**src/rtl/lzwhd_pkg.sv**
```systemverilog
// Shared types and constants of the LZW hashed-dictionary compressor.
// No dependencies.
package lzwhd_pkg;

    localparam int DICT_SIZE_DEF = 16384;
    localparam int MAX_BLOCK_DEF = 8192;

    localparam logic [7:0]  HDR_BYTE     = 8'd2;
    localparam logic [3:0]  HDR_WIDTH    = 4'd8;
    localparam logic [3:0]  FIRST_CW     = 4'd9;
    localparam int          FIRST_LIMIT  = 512;
    localparam int          FIRST_CODE   = 256;
    localparam logic [1:0]  WIDEN_STEPS  = 2'd3;
    localparam int          EPOCH_W      = 4;
    localparam int          PK_CODE_W    = 16;

    typedef struct packed {
        logic [7:0] data;
        logic       last;
    } t_item;

    typedef struct packed {
        logic [PK_CODE_W-1:0] code;
        logic [3:0]           width;
        logic                 last;
        logic                 konst;
        logic                 too_long;
    } t_pk_cmd;

endpackage

```
**src/rtl/lzwhd_front.sv**
```systemverilog
// Input side: takes source words and holds them in a two-entry queue.
// Depends on lzwhd_pkg.
module lzwhd_front
    import lzwhd_pkg::*;
(
    input  logic       i_clk,
    input  logic       i_rst_n,
    input  logic       s_axis_tvalid,
    output logic       s_axis_tready,
    input  logic [7:0] s_axis_tdata,   // [7:0] data_byte
    input  logic       s_axis_tlast,
    output logic       o_item_valid,
    output t_item      o_item,
    input  logic       i_item_pop
);

    t_item      r_buf [2];
    logic       r_wp;
    logic       r_rp;
    logic [1:0] r_cnt;
    logic       push;
    logic       pop;

    assign s_axis_tready = (r_cnt != 2'd2);
    assign push          = s_axis_tvalid && s_axis_tready;
    assign o_item_valid  = (r_cnt != 2'd0);
    assign pop           = i_item_pop && o_item_valid;
    assign o_item        = r_buf[r_rp];

    always_ff @(posedge i_clk) begin
        if (push) begin
            r_buf[r_wp].data <= s_axis_tdata;
            r_buf[r_wp].last <= s_axis_tlast;
        end
    end

    always_ff @(posedge i_clk) begin
        if (!i_rst_n) begin
            r_wp  <= 1'b0;
            r_rp  <= 1'b0;
            r_cnt <= 2'd0;
        end else begin
            if (push) r_wp <= !r_wp;
            if (pop)  r_rp <= !r_rp;
            r_cnt <= r_cnt + {1'b0, push} - {1'b0, pop};
        end
    end

endmodule

```
**config.mk**
```make
export PLATFORM = sky130hd
export DESIGN_NAME = lzwhd_front
export DESIGN_NICKNAME = d
export VERILOG_FILES = /design/src/rtl/lzwhd_pkg.sv /design/src/rtl/lzwhd_front.sv
export SDC_FILE = /design/constraint.sdc
export NUM_CORES = 1
export LEC_CHECK = 0
export BUFFER_PORTS_ARGS = -buffer_cell sky130_fd_sc_hd__clkbuf_2
export CORE_MARGIN = 3
export CORE_UTILIZATION = 49
export DETAILED_ROUTE_END_ITERATION = 8
export GPL_ROUTABILITY_DRIVEN = 0
export PLACE_DENSITY = 0.8
export SYNTH_ARGS = -nofsm -noshare
export SYNTH_HDL_FRONTEND = slang
export SYNTH_SLANG_ARGS = --single-unit
```
**constraint.sdc**
```tcl
create_clock -name i_clk -period 1.65 [get_ports i_clk]
set_input_delay 0.33 -clock i_clk [delete_from_list [all_inputs] [get_ports i_clk]]
set_output_delay 0.33 -clock i_clk [all_outputs]
set_load 0.01 [all_outputs]
```
==> metrics.md <==
| Metric | Value |
|---|---|
| Fin crit share | between 90% and 100% |
| Post-synth ARST share | 0% |
| Syn. warnings | 0 |
| Vias in the first global route | 539 |
| Worst Path Buf+Inv | 1 |
| Critical path fanouts, max | 9 |
| Initial Utilization | 55.7% |
| Area growth syn-to-layout | 18.5% |
| Clock-pin slew on the worst setup and hold paths | 0.11 ns |
| Worst slew margin | approximately 73% |
| Cell Pwr Density | 1250 nW/um^2 |
| Fill count | around 130 |
| Die H | 49.0 um |
| First-pass GRT wire length | approximately 2200 um |
| Synth Area per Inst | 15.6 sq um |
| Final wirelength | 1360 um |
| Critical Path Sink Type | output port |
| Die Width | 49.0 um |
| Antenna Nets Post-Route | 0 |
| Sw Share | between 20% and 30% |
| Final hold viol count | 0 |
| Ant. Diodes | 0 |
| Max Cap Viol | 0 |
| Sum Neg Setup Slack | 0 ns |
| Clock sink count | 23 |
| WL/cell | 12.6 um |
| Crit-path slowest cell | dfxtp_2 |
| FF+latch count, synth | 23 |
| Total Die Area | 2400 sq um |
| Leakage | 0.433 nW |
| Most common cell after layout, fill and taps aside | clkbuf_2 |
| Fmax | 627 MHz |
| 1st-pass router iterations | 3 |
| Max IR drop VDD | 779 uV |
| Row count | 14 |
| DR vias | 541 |
| Worst Path Required | 1.32 ns |
| Final net count | 99 |
| Gate power share | around 25% |
| M3 GR Usage | between 3 and 4% |
| Top cells by area, synth | edfxtp_1 (60%), mux2_2 (11%), dfxtp_1 (11%) |
| Share of the synthesized area in the top cell type | 59.6% |
| Fin crit period | 1.59 ns |
| Int Pwr | 0.980 mW |
| Total GRT Usage | 12.0% |
| Worst Hold Class | in2reg |
| Clock network power share | about 18% |
| Busiest layer in global routing | met2 |
| CTS tree | yes |
| Finish-stage setup viols | 0 |
| Switching power total | between 0.3 and 0.4 mW |
| Clk buf depth | 2 |
| Netlist cell types | 23 |
| Drt drc | 0 |
| Slew @ Worst Pin | 0.408 ns |
| Area leader, netlist | edfxtp_1 |
| Hpwl dp | 1050 um |
| Initial antenna violation count | 0 |
| Worst EP arrival | about 1.3 ns |
| Grt met1 use | 13.6% |
| Unrepaired setup endpoints after global routing | no |
| Crit-path max cell delay | approximately 0.47 ns |
| Most frequent cells in the layout | clkbuf_2 (23), edfxtp_1 (18), mux2_2 (9) |
| Post-synth EDFFs | 18 |
| Largest net degree at the start of global routing | 13 |
| CTS root buf | clkbuf_4 |
| Ratio of cells with drive above 1 in the final layout | a little under half |
| 1st-iter DRT viols | 6 |
| Post-Route Utilization | 66.0% |
| Placed instance count | 104 |
| M2 GR Usage | 21.5% |
| CP Cell Sequence | mux2_2 > clkbuf_2 |
| Critical path class | reg2out |
| Cells after Synth | 58 |
| Dominant synthesized flop cell | edfxtp_1 |
| Post-CTS Hold Buffers | 0 |
| Outcome | finished clean |
| Slew Viols, Final | 0 |
| Synth Cell Area | between 900 and 1000 sq um |
| Sequential power share | 57.3% |
| PortBufs | 23 |
| Startpoint Class | flip-flop |
| Gr ovfl total | 0 |
| Crit-path leading delay family | flip-flops |
| Worst Skew | 0.00155 ns |
| Via density per instance | 5.01 |
| I/O pin total | 24 |
| Inserted Clock Buffers | 3 |
| Seq/Total Area, Yosys | 70.6% |
| Placeable Area | 1630 sq um |
| Post-route insts no fill | 108 |
| Clk Latency, worst-skew pair | 0.29 ns |
| Synthesized Nets | roughly 70 |
| Htree depth | 1 |
-- state kept, by name (all words and copies together), names as in the netlist, named ones only --
name   cells
r_rp       1
r_cnt      2
r_wp       1
r_buf     18
-- path summary, 6_finish.rpt --
kind / from / to / slack, ns / cells after the start
setup reg to reg: r_cnt[1]$_SDFF_PN0_ / r_cnt[1]$_SDFF_PN0_ / 0.15 / 6
setup / recovery: flip-flop / o_item[0] / 0.06 / 2
hold reg to reg: r_rp$_SDFFE_PN0P_ / r_rp$_SDFFE_PN0P_ / 0.52 / 2
hold / removal: s_axis_tdata[3] / r_buf[1][4]$_DFFE_PP_ / 0.22 / 1
-- metal layers --
metal / share of wire, % / wire [um] / vias to the layer above
li1: - / - / 267
met1: 40 / 541 / 258
met2: 54 / 730 / 14
met3: 5.5 / 75 / 2
met4: 0.88 / 12 / 0
met5: 0 / 0 / -
-- per-stage QoR --
step                      instance area [sq um]  hold WS [ns]  power [mW]  setup WS [ns]
after floorplan                             907         0.429       0.992          0.321
after global placement                     1050         0.485        1.10          0.178
after detailed placement                   1050         0.497        1.12         0.0805
after CTS                                  1070         0.210        1.36         0.0335
after global routing                       1070         0.200        1.42        0.00354
final                                      1070         0.217        1.34         0.0556
-- cells by family after synthesis --
| family | count (synthesis) | share of synthesized area (%) |
|---|---|---|
| buffers and inverters | 3 | 1.38 |
| xor gates and xnor gates | 1 | 0.966 |
| adders and majority gates | 1 | 1.38 |
| DFF | 23 | 70.6 |
| muxes | 9 | 11.2 |
| AOI/OAI and AO/OA | 6 | 4.83 |
| and+or+nand+nor | 15 | 9.66 |
-- what timing repair did --
item / 4_1_cts / 5_1_grt
resized for setup: 1 / 0
buffers inserted: 0 / 0
endpoints found under the setup margin: 9 / 0
-- worst register-to-register path, cell delays in order (launching register included) --
cell and delay [ns]:
dfxtp_1 0.44, and2b_1 0.19, o21ba_2 0.15, nor2_1 0.05
ha_1 0.20, nor4_1 0.28, nor3_1 0.09
-- power groups by stage --
stage / Combinational, mW / Sequential, mW / Clock (mW)
after floorplan: 0.246 / 0.746 / 0
after global placement: 0.325 / 0.775 / 0
after detailed placement: 0.341 / 0.782 / 0
after CTS: 0.343 / 0.770 / 0.247
after global routing: 0.364 / 0.781 / 0.275
final: 0.333 / 0.770 / 0.240
-- synthesized netlist by cell type, drive strengths merged, types with 2 or more instances --
cell	count
edfxtp	18
mux2	9
dfxtp	5
nor2	4
and3	2
inv	2
o21ai	2
-- layout make-up --
cell class,count,area [sq um],share of cell area [%]
well taps,24,30.0,2.79
clock buffers,4,26.3,2.44
multi-input cells,32,254,23.6
inverters,2,7.51,0.698
flip-flops and latches,23,642,59.7
repair buffers,23,115,10.7
(Power assumes the default switching activity.)
