[src/rtl/lzwhd_pkg.sv]
// Shared types and constants of the LZW hashed-dictionary compressor.
// No dependencies.
package lzwhd_pkg;

    localparam int DICT_SIZE_DEF = 16384;
    localparam int MAX_BLOCK_DEF = 8192;

    localparam logic [7:0]  HDR_BYTE     = 8'd2;
    localparam logic [3:0]  HDR_WIDTH    = 4'd8;
    localparam logic [3:0]  FIRST_CW     = 4'd9;
    localparam int          FIRST_LIMIT  = 512;
    localparam int          FIRST_CODE   = 256;
    localparam logic [1:0]  WIDEN_STEPS  = 2'd3;
    localparam int          EPOCH_W      = 4;
    localparam int          PK_CODE_W    = 16;

    typedef struct packed {
        logic [7:0] data;
        logic       last;
    } t_item;

    typedef struct packed {
        logic [PK_CODE_W-1:0] code;
        logic [3:0]           width;
        logic                 last;
        logic                 konst;
        logic                 too_long;
    } t_pk_cmd;

endpackage

[src/rtl/lzwhd_packer.sv]
// Bit packer: LSB-first code packing, byte count and the output register.
// Depends on lzwhd_pkg.
module lzwhd_packer
    import lzwhd_pkg::*;
(
    input  logic        i_clk,
    input  logic        i_rst_n,
    input  logic        i_cmd_valid,
    input  t_pk_cmd     i_cmd,
    output logic        o_cmd_ready,
    output logic        m_axis_tvalid,
    input  logic        m_axis_tready,
    output logic [23:0] m_axis_tdata,  // [7:0] out_byte, [23:8] total_bytes
    output logic        m_axis_tlast,
    output logic [1:0]  m_axis_tuser   // [0] block_constant, [1] block_too_long
);

    logic        r_busy;
    logic [23:0] r_acc;
    logic [4:0]  r_fill;
    logic        r_last;
    logic        r_konst;
    logic        r_tl;
    logic [15:0] r_count;
    logic        r_ovalid;
    logic [7:0]  r_obyte;
    logic [15:0] r_ototal;
    logic        r_olast;
    logic        r_okonst;
    logic        r_otl;

    logic        take;
    logic        out_free;
    logic        emit;
    logic [4:0]  rem;
    logic        emit_last;
    logic        done;
    logic [15:0] mask;
    logic [15:0] n_count;

    assign o_cmd_ready = !r_busy;
    assign take        = i_cmd_valid && !r_busy;
    assign out_free    = !r_ovalid || m_axis_tready;
    assign emit        = r_busy && out_free;
    assign rem         = (r_fill >= 5'd8) ? (r_fill - 5'd8) : 5'd0;
    assign emit_last   = r_last && (rem == 5'd0);
    assign done        = (rem < 5'd8) && (!r_last || rem == 5'd0);
    assign mask        = (16'd1 << i_cmd.width) - 16'd1;
    assign n_count     = (r_count == 16'hFFFF) ? r_count : r_count + 16'd1;

    always_ff @(posedge i_clk) begin
        if (!i_rst_n) begin
            r_busy   <= 1'b0;
            r_acc    <= 24'd0;
            r_fill   <= 5'd0;
            r_last   <= 1'b0;
            r_konst  <= 1'b0;
            r_tl     <= 1'b0;
            r_count  <= 16'd0;
            r_ovalid <= 1'b0;
        end else begin
            if (take) begin
                r_acc   <= {16'd0, r_acc[7:0]} | (24'(i_cmd.code & mask) << r_fill);
                r_fill  <= r_fill + {1'b0, i_cmd.width};
                r_last  <= i_cmd.last;
                r_konst <= i_cmd.konst;
                r_tl    <= i_cmd.too_long;
                r_busy  <= 1'b1;
            end
            if (out_free) r_ovalid <= emit;
            if (emit) begin
                r_busy <= !done;
                if (emit_last) begin
                    r_acc   <= 24'd0;
                    r_fill  <= 5'd0;
                    r_count <= 16'd0;
                end else begin
                    r_acc   <= r_acc >> 8;
                    r_fill  <= rem;
                    r_count <= n_count;
                end
            end
        end
    end

    always_ff @(posedge i_clk) begin
        if (emit) begin
            r_obyte  <= r_acc[7:0];
            r_olast  <= emit_last;
            r_ototal <= emit_last ? n_count : 16'd0;
            r_okonst <= emit_last && r_konst;
            r_otl    <= r_tl;
        end
    end

    assign m_axis_tvalid = r_ovalid;
    assign m_axis_tdata  = {r_ototal, r_obyte};
    assign m_axis_tlast  = r_olast;
    assign m_axis_tuser  = {r_otl, r_okonst};

endmodule

[config.mk]
export PLATFORM = sky130hd
export DESIGN_NAME = lzwhd_packer
export DESIGN_NICKNAME = d
export VERILOG_FILES = /design/src/rtl/lzwhd_pkg.sv /design/src/rtl/lzwhd_packer.sv
export SDC_FILE = /design/constraint.sdc
export NUM_CORES = 1
export LEC_CHECK = 0
export BUFFER_PORTS_ARGS = -buffer_cell sky130_fd_sc_hd__buf_2
export CAP_MARGIN = 30
export CORE_MARGIN = 2
export CORE_UTILIZATION = 55
export DETAILED_ROUTE_END_ITERATION = 8
export GPL_TIMING_DRIVEN = 0
export PLACE_DENSITY = 0.83
export SETUP_SLACK_MARGIN = 0.2
export SLEW_MARGIN = 10
export SYNTH_ARGS = -nofsm -noshare
export SYNTH_HDL_FRONTEND = slang
export SYNTH_SLANG_ARGS = --single-unit
export TNS_END_PERCENT = 50
[constraint.sdc]
create_clock -name i_clk -period 4.8 [get_ports i_clk]
set_clock_uncertainty 0.2 [all_clocks]
set_input_delay 0.48 -clock i_clk [delete_from_list [all_inputs] [get_ports i_clk]]
set_output_delay 0.48 -clock i_clk [all_outputs]
set_load 0.1 [all_outputs]
==> results.sh <==
export IMPL_status="completed"
export IMPL_die_area_um2=10400
export IMPL_leakagePower_nw=2.17
export IMPL_track_usage_pct=35.9
export IMPL_core_area_um2=9280
export IMPL_hp_class="in2reg"
export IMPL_whs_ns=0.166
export IMPL_drv_slew=0
export IMPL_comb_power_share_pct=31.4
export IMPL_port_buffers=54
export IMPL_tns_ns=0
export IMPL_cts_buffer_depth=2
export IMPL_antenna_found_initial=0
export IMPL_whs_path_depth=3
export IMPL_r2r_end="r_acc[7]"
export IMPL_pwr_share_seq_pct=41.2
export IMPL_worst_pin_slew_ns=0.823
export IMPL_worstSetupStartpointType="input pin"
export IMPL_r2r_cells=6
export IMPL_p_sw_mw=0.735
export IMPL_ant_nets=0
export IMPL_cp_required_ns=4.87
export IMPL_cts_buffers=9
export IMPL_clk_pin_slew_ns=0.09
export IMPL_rsz0062_at_grt="false"
export IMPL_wl_um=18300
export IMPL_vias_per_cell=6.66
export IMPL_cts_root_buf="clkbuf_8"
export IMPL_hp_start="i_cmd[0]"
export IMPL_critPathArrivalTime_ns=3.63
export IMPL_ys_async_sr_fraction_pct=0
export IMPL_syn_area_um2=5280
export IMPL_ys_seq_elements=77
export IMPL_drive_gt1_share_pct=15.8
export IMPL_avgSynthCellArea_um2=8.14
export IMPL_gp_congestion=1.07
export IMPL_htreeDepth=3
export IMPL_finalHoldViolCount=0
export IMPL_p_int_mw=1.07
export IMPL_grt_pass1_wl_um=28600
export IMPL_pwr_share_clk_pct=27.4
export IMPL_post_drt_wl_per_cell_um=21.5
export IMPL_row_count=35
export IMPL_criticalPathCategory="in2reg"
export IMPL_vias=5661
export IMPL_insertedDiodeCount=0
export IMPL_io_pins=56
export IMPL_post_route_period_util_pct=74.0
export IMPL_cts_hold_buf=0
export IMPL_drt_iter0_markers=550
export IMPL_overflow=0
export IMPL_clock_fmax_ghz=0.281
export IMPL_r2r_slack_ns=1.95
export IMPL_worstPathMaxFanout=10
export IMPL_yosysUniqueCellTypes=85
export IMPL_slew_headroom_pct=44.7
export IMPL_reg2reg_from="r_fill[1]"
export IMPL_cts_tree="done"
export IMPL_post_cts_buffers=0
export IMPL_seq_area_frac_synth_pct=34.3
export IMPL_die_h_um=102
export IMPL_postCtsResizedCells=0
export IMPL_dp_hpwl_um=13800
export IMPL_syn_instance_count=649
export IMPL_syn_num_nets=683
export IMPL_crit_path_end_kind="register"
export IMPL_cts_sinks=77
export IMPL_first_pass_iters=6
export IMPL_drc=0
export IMPL_hold_end="r_tl"
export IMPL_grt_pass1_vias=5349
export IMPL_finalSetupViolCount=0
export IMPL_syn_to_final_growth_pct=12.2
export IMPL_ir_drop_mv=0.216
export IMPL_nFillCells=834
export IMPL_initial_core_util_pct=56.9
export IMPL_period_needed_ns=3.55
export IMPL_chipWidth_um=102
export IMPL_synth_warnings=0
export IMPL_cap_violations=0
export IMPL_switching_share_pct=40.7
export IMPL_layout_nets=750
export IMPL_synth_edf_count=27
export IMPL_grt_max_degree=35
export IMPL_clkLatencyLatePin_ns=0.36
export IMPL_synth_ff_type="dfxtp_1"
export IMPL_powerDensity_nw_per_um2=305
-- stage by stage --
stage	instance area (um^2)	worst slack (ns)	util [%]	total power, mW	cells
final	5930	1.25	63.8	1.81	850
after floorplan	5280	1.63	-	1.15	649
after global placement	5710	0.927	61.5	1.30	832
after detailed placement	5740	0.986	61.8	1.31	834
after global routing	5930	0.924	63.8	1.86	850
after CTS	5930	1.34	63.8	1.79	850
-- how the worst max path moves through the flow --
stage / from / end / slack (ns)
final: i_cmd[6] / r_acc[7] / 1.25
after global routing: i_cmd[6] / r_acc[7] / 0.92
after CTS: i_cmd[6] / r_acc[7] / 1.34
after detailed placement: i_cmd[6] / r_acc[7] / 0.99
after global placement: i_cmd[6] / r_acc[7] / 0.93
after floorplan: i_cmd[6] / r_acc[17] / 1.63
-- logic make-up after synthesis --
kind of cell | Yosys count | share of synthesized area, %
AO/OA/AOI/OAI | 221 | 28.5
XOR/XNOR | 14 | 2.32
AND/OR/NAND/NOR | 247 | 24.8
multiplexers | 11 | 2.42
flip-flops | 77 | 34.3
buffers and inverters | 72 | 5.90
adder cells (fa/ha/maj) | 7 | 1.80
-- layout make-up --
| class | count | area (um^2) | area share (%) |
|---|---|---|---|
| flip-flops and latches | 77 | 1810 | 30.6 |
| multi-input cells | 500 | 3160 | 53.3 |
| repair buffers | 56 | 295 | 4.98 |
| inverters | 16 | 60.1 | 1.01 |
| plain buffers | 56 | 253 | 4.26 |
| clock inverters | 7 | 63.8 | 1.08 |
| clock buffers | 9 | 124 | 2.09 |
| well taps | 129 | 161 | 2.72 |
-- layer usage --
layer  vias to the layer above  global-route usage (%)  part of all wire (%)
li1                       2594                       -                     -
met3                        49                    6.91                   9.9
met4                         0                    10.7                   2.4
met1                      2672                    51.2                    43
met2                       346                    55.2                    44
met5                         -                       0                     0
-- critical path, cell delays in order --
cell and delay [ns]:
buf_2 0.09, buf_2 0.21, buf_2 0.25, buf_2 0.26
nor2_1 0.06, nand2_1 0.07, ha_1 0.28, buf_2 0.24
buf_2 0.23, nand3b_1 0.09, mux2i_1 0.44, nor3_1 0.13
a311oi_1 0.36, o21ai_0 0.19, a31oi_1 0.21
-- cell usage in the layout, fill, tap and decap left out, drive strengths merged, types with 17 or more instances in the layout --
| cell | n |
|---|---|
| dfxtp | 50 |
| a21oi | 38 |
| nand3 | 30 |
| o211ai | 18 |
| o21ai | 57 |
| buf | 79 |
| nor3 | 25 |
| inv | 19 |
| edfxtp | 27 |
| clkbuf | 42 |
| a31oi | 17 |
| nand2 | 57 |
| nor2 | 47 |
-- synthesized netlist by cell type (all sizes together) (7+ instances only) --
| master | instances | area [um^2] |
|---|---|---|
| a21boi | 10 | 75.1 |
| a21o | 7 | 52.6 |
| a21oi | 38 | 194 |
| a31oi | 17 | 106 |
| and2 | 11 | 68.8 |
| and3 | 8 | 55.1 |
| buf | 23 | 128 |
| clkbuf | 33 | 124 |
| dfxtp | 50 | 1000 |
| edfxtp | 27 | 811 |
| inv | 15 | 56.3 |
| mux2i | 9 | 90.1 |
| nand2 | 57 | 214 |
| nand2b | 9 | 56.3 |
| nand3 | 30 | 155 |
| nand4 | 8 | 50.1 |
| nor2 | 47 | 179 |
| nor2b | 13 | 81.3 |
| nor3 | 25 | 130 |
| o2111ai | 7 | 61.3 |
| o211ai | 18 | 140 |
| o21ai | 57 | 285 |
| xnor2 | 9 | 78.8 |
-- power by group through the flow --
stage	logic, mW	registers [mW]	clock network [mW]
4_1_cts	0.552	0.742	0.494
6_report	0.567	0.743	0.495
2_1_floorplan	0.296	0.853	0
5_1_grt	0.603	0.748	0.512
3_3_place_gp	0.540	0.757	0
3_5_place_dp	0.551	0.757	0
-- registers in the layout, indices dropped and copies added (netlist names), 5 cells and up --
name,count
r_acc,24
r_count,16
r_ototal,16
r_obyte,8
r_fill,5
Note: power is estimated with default switching activity, not from simulation.
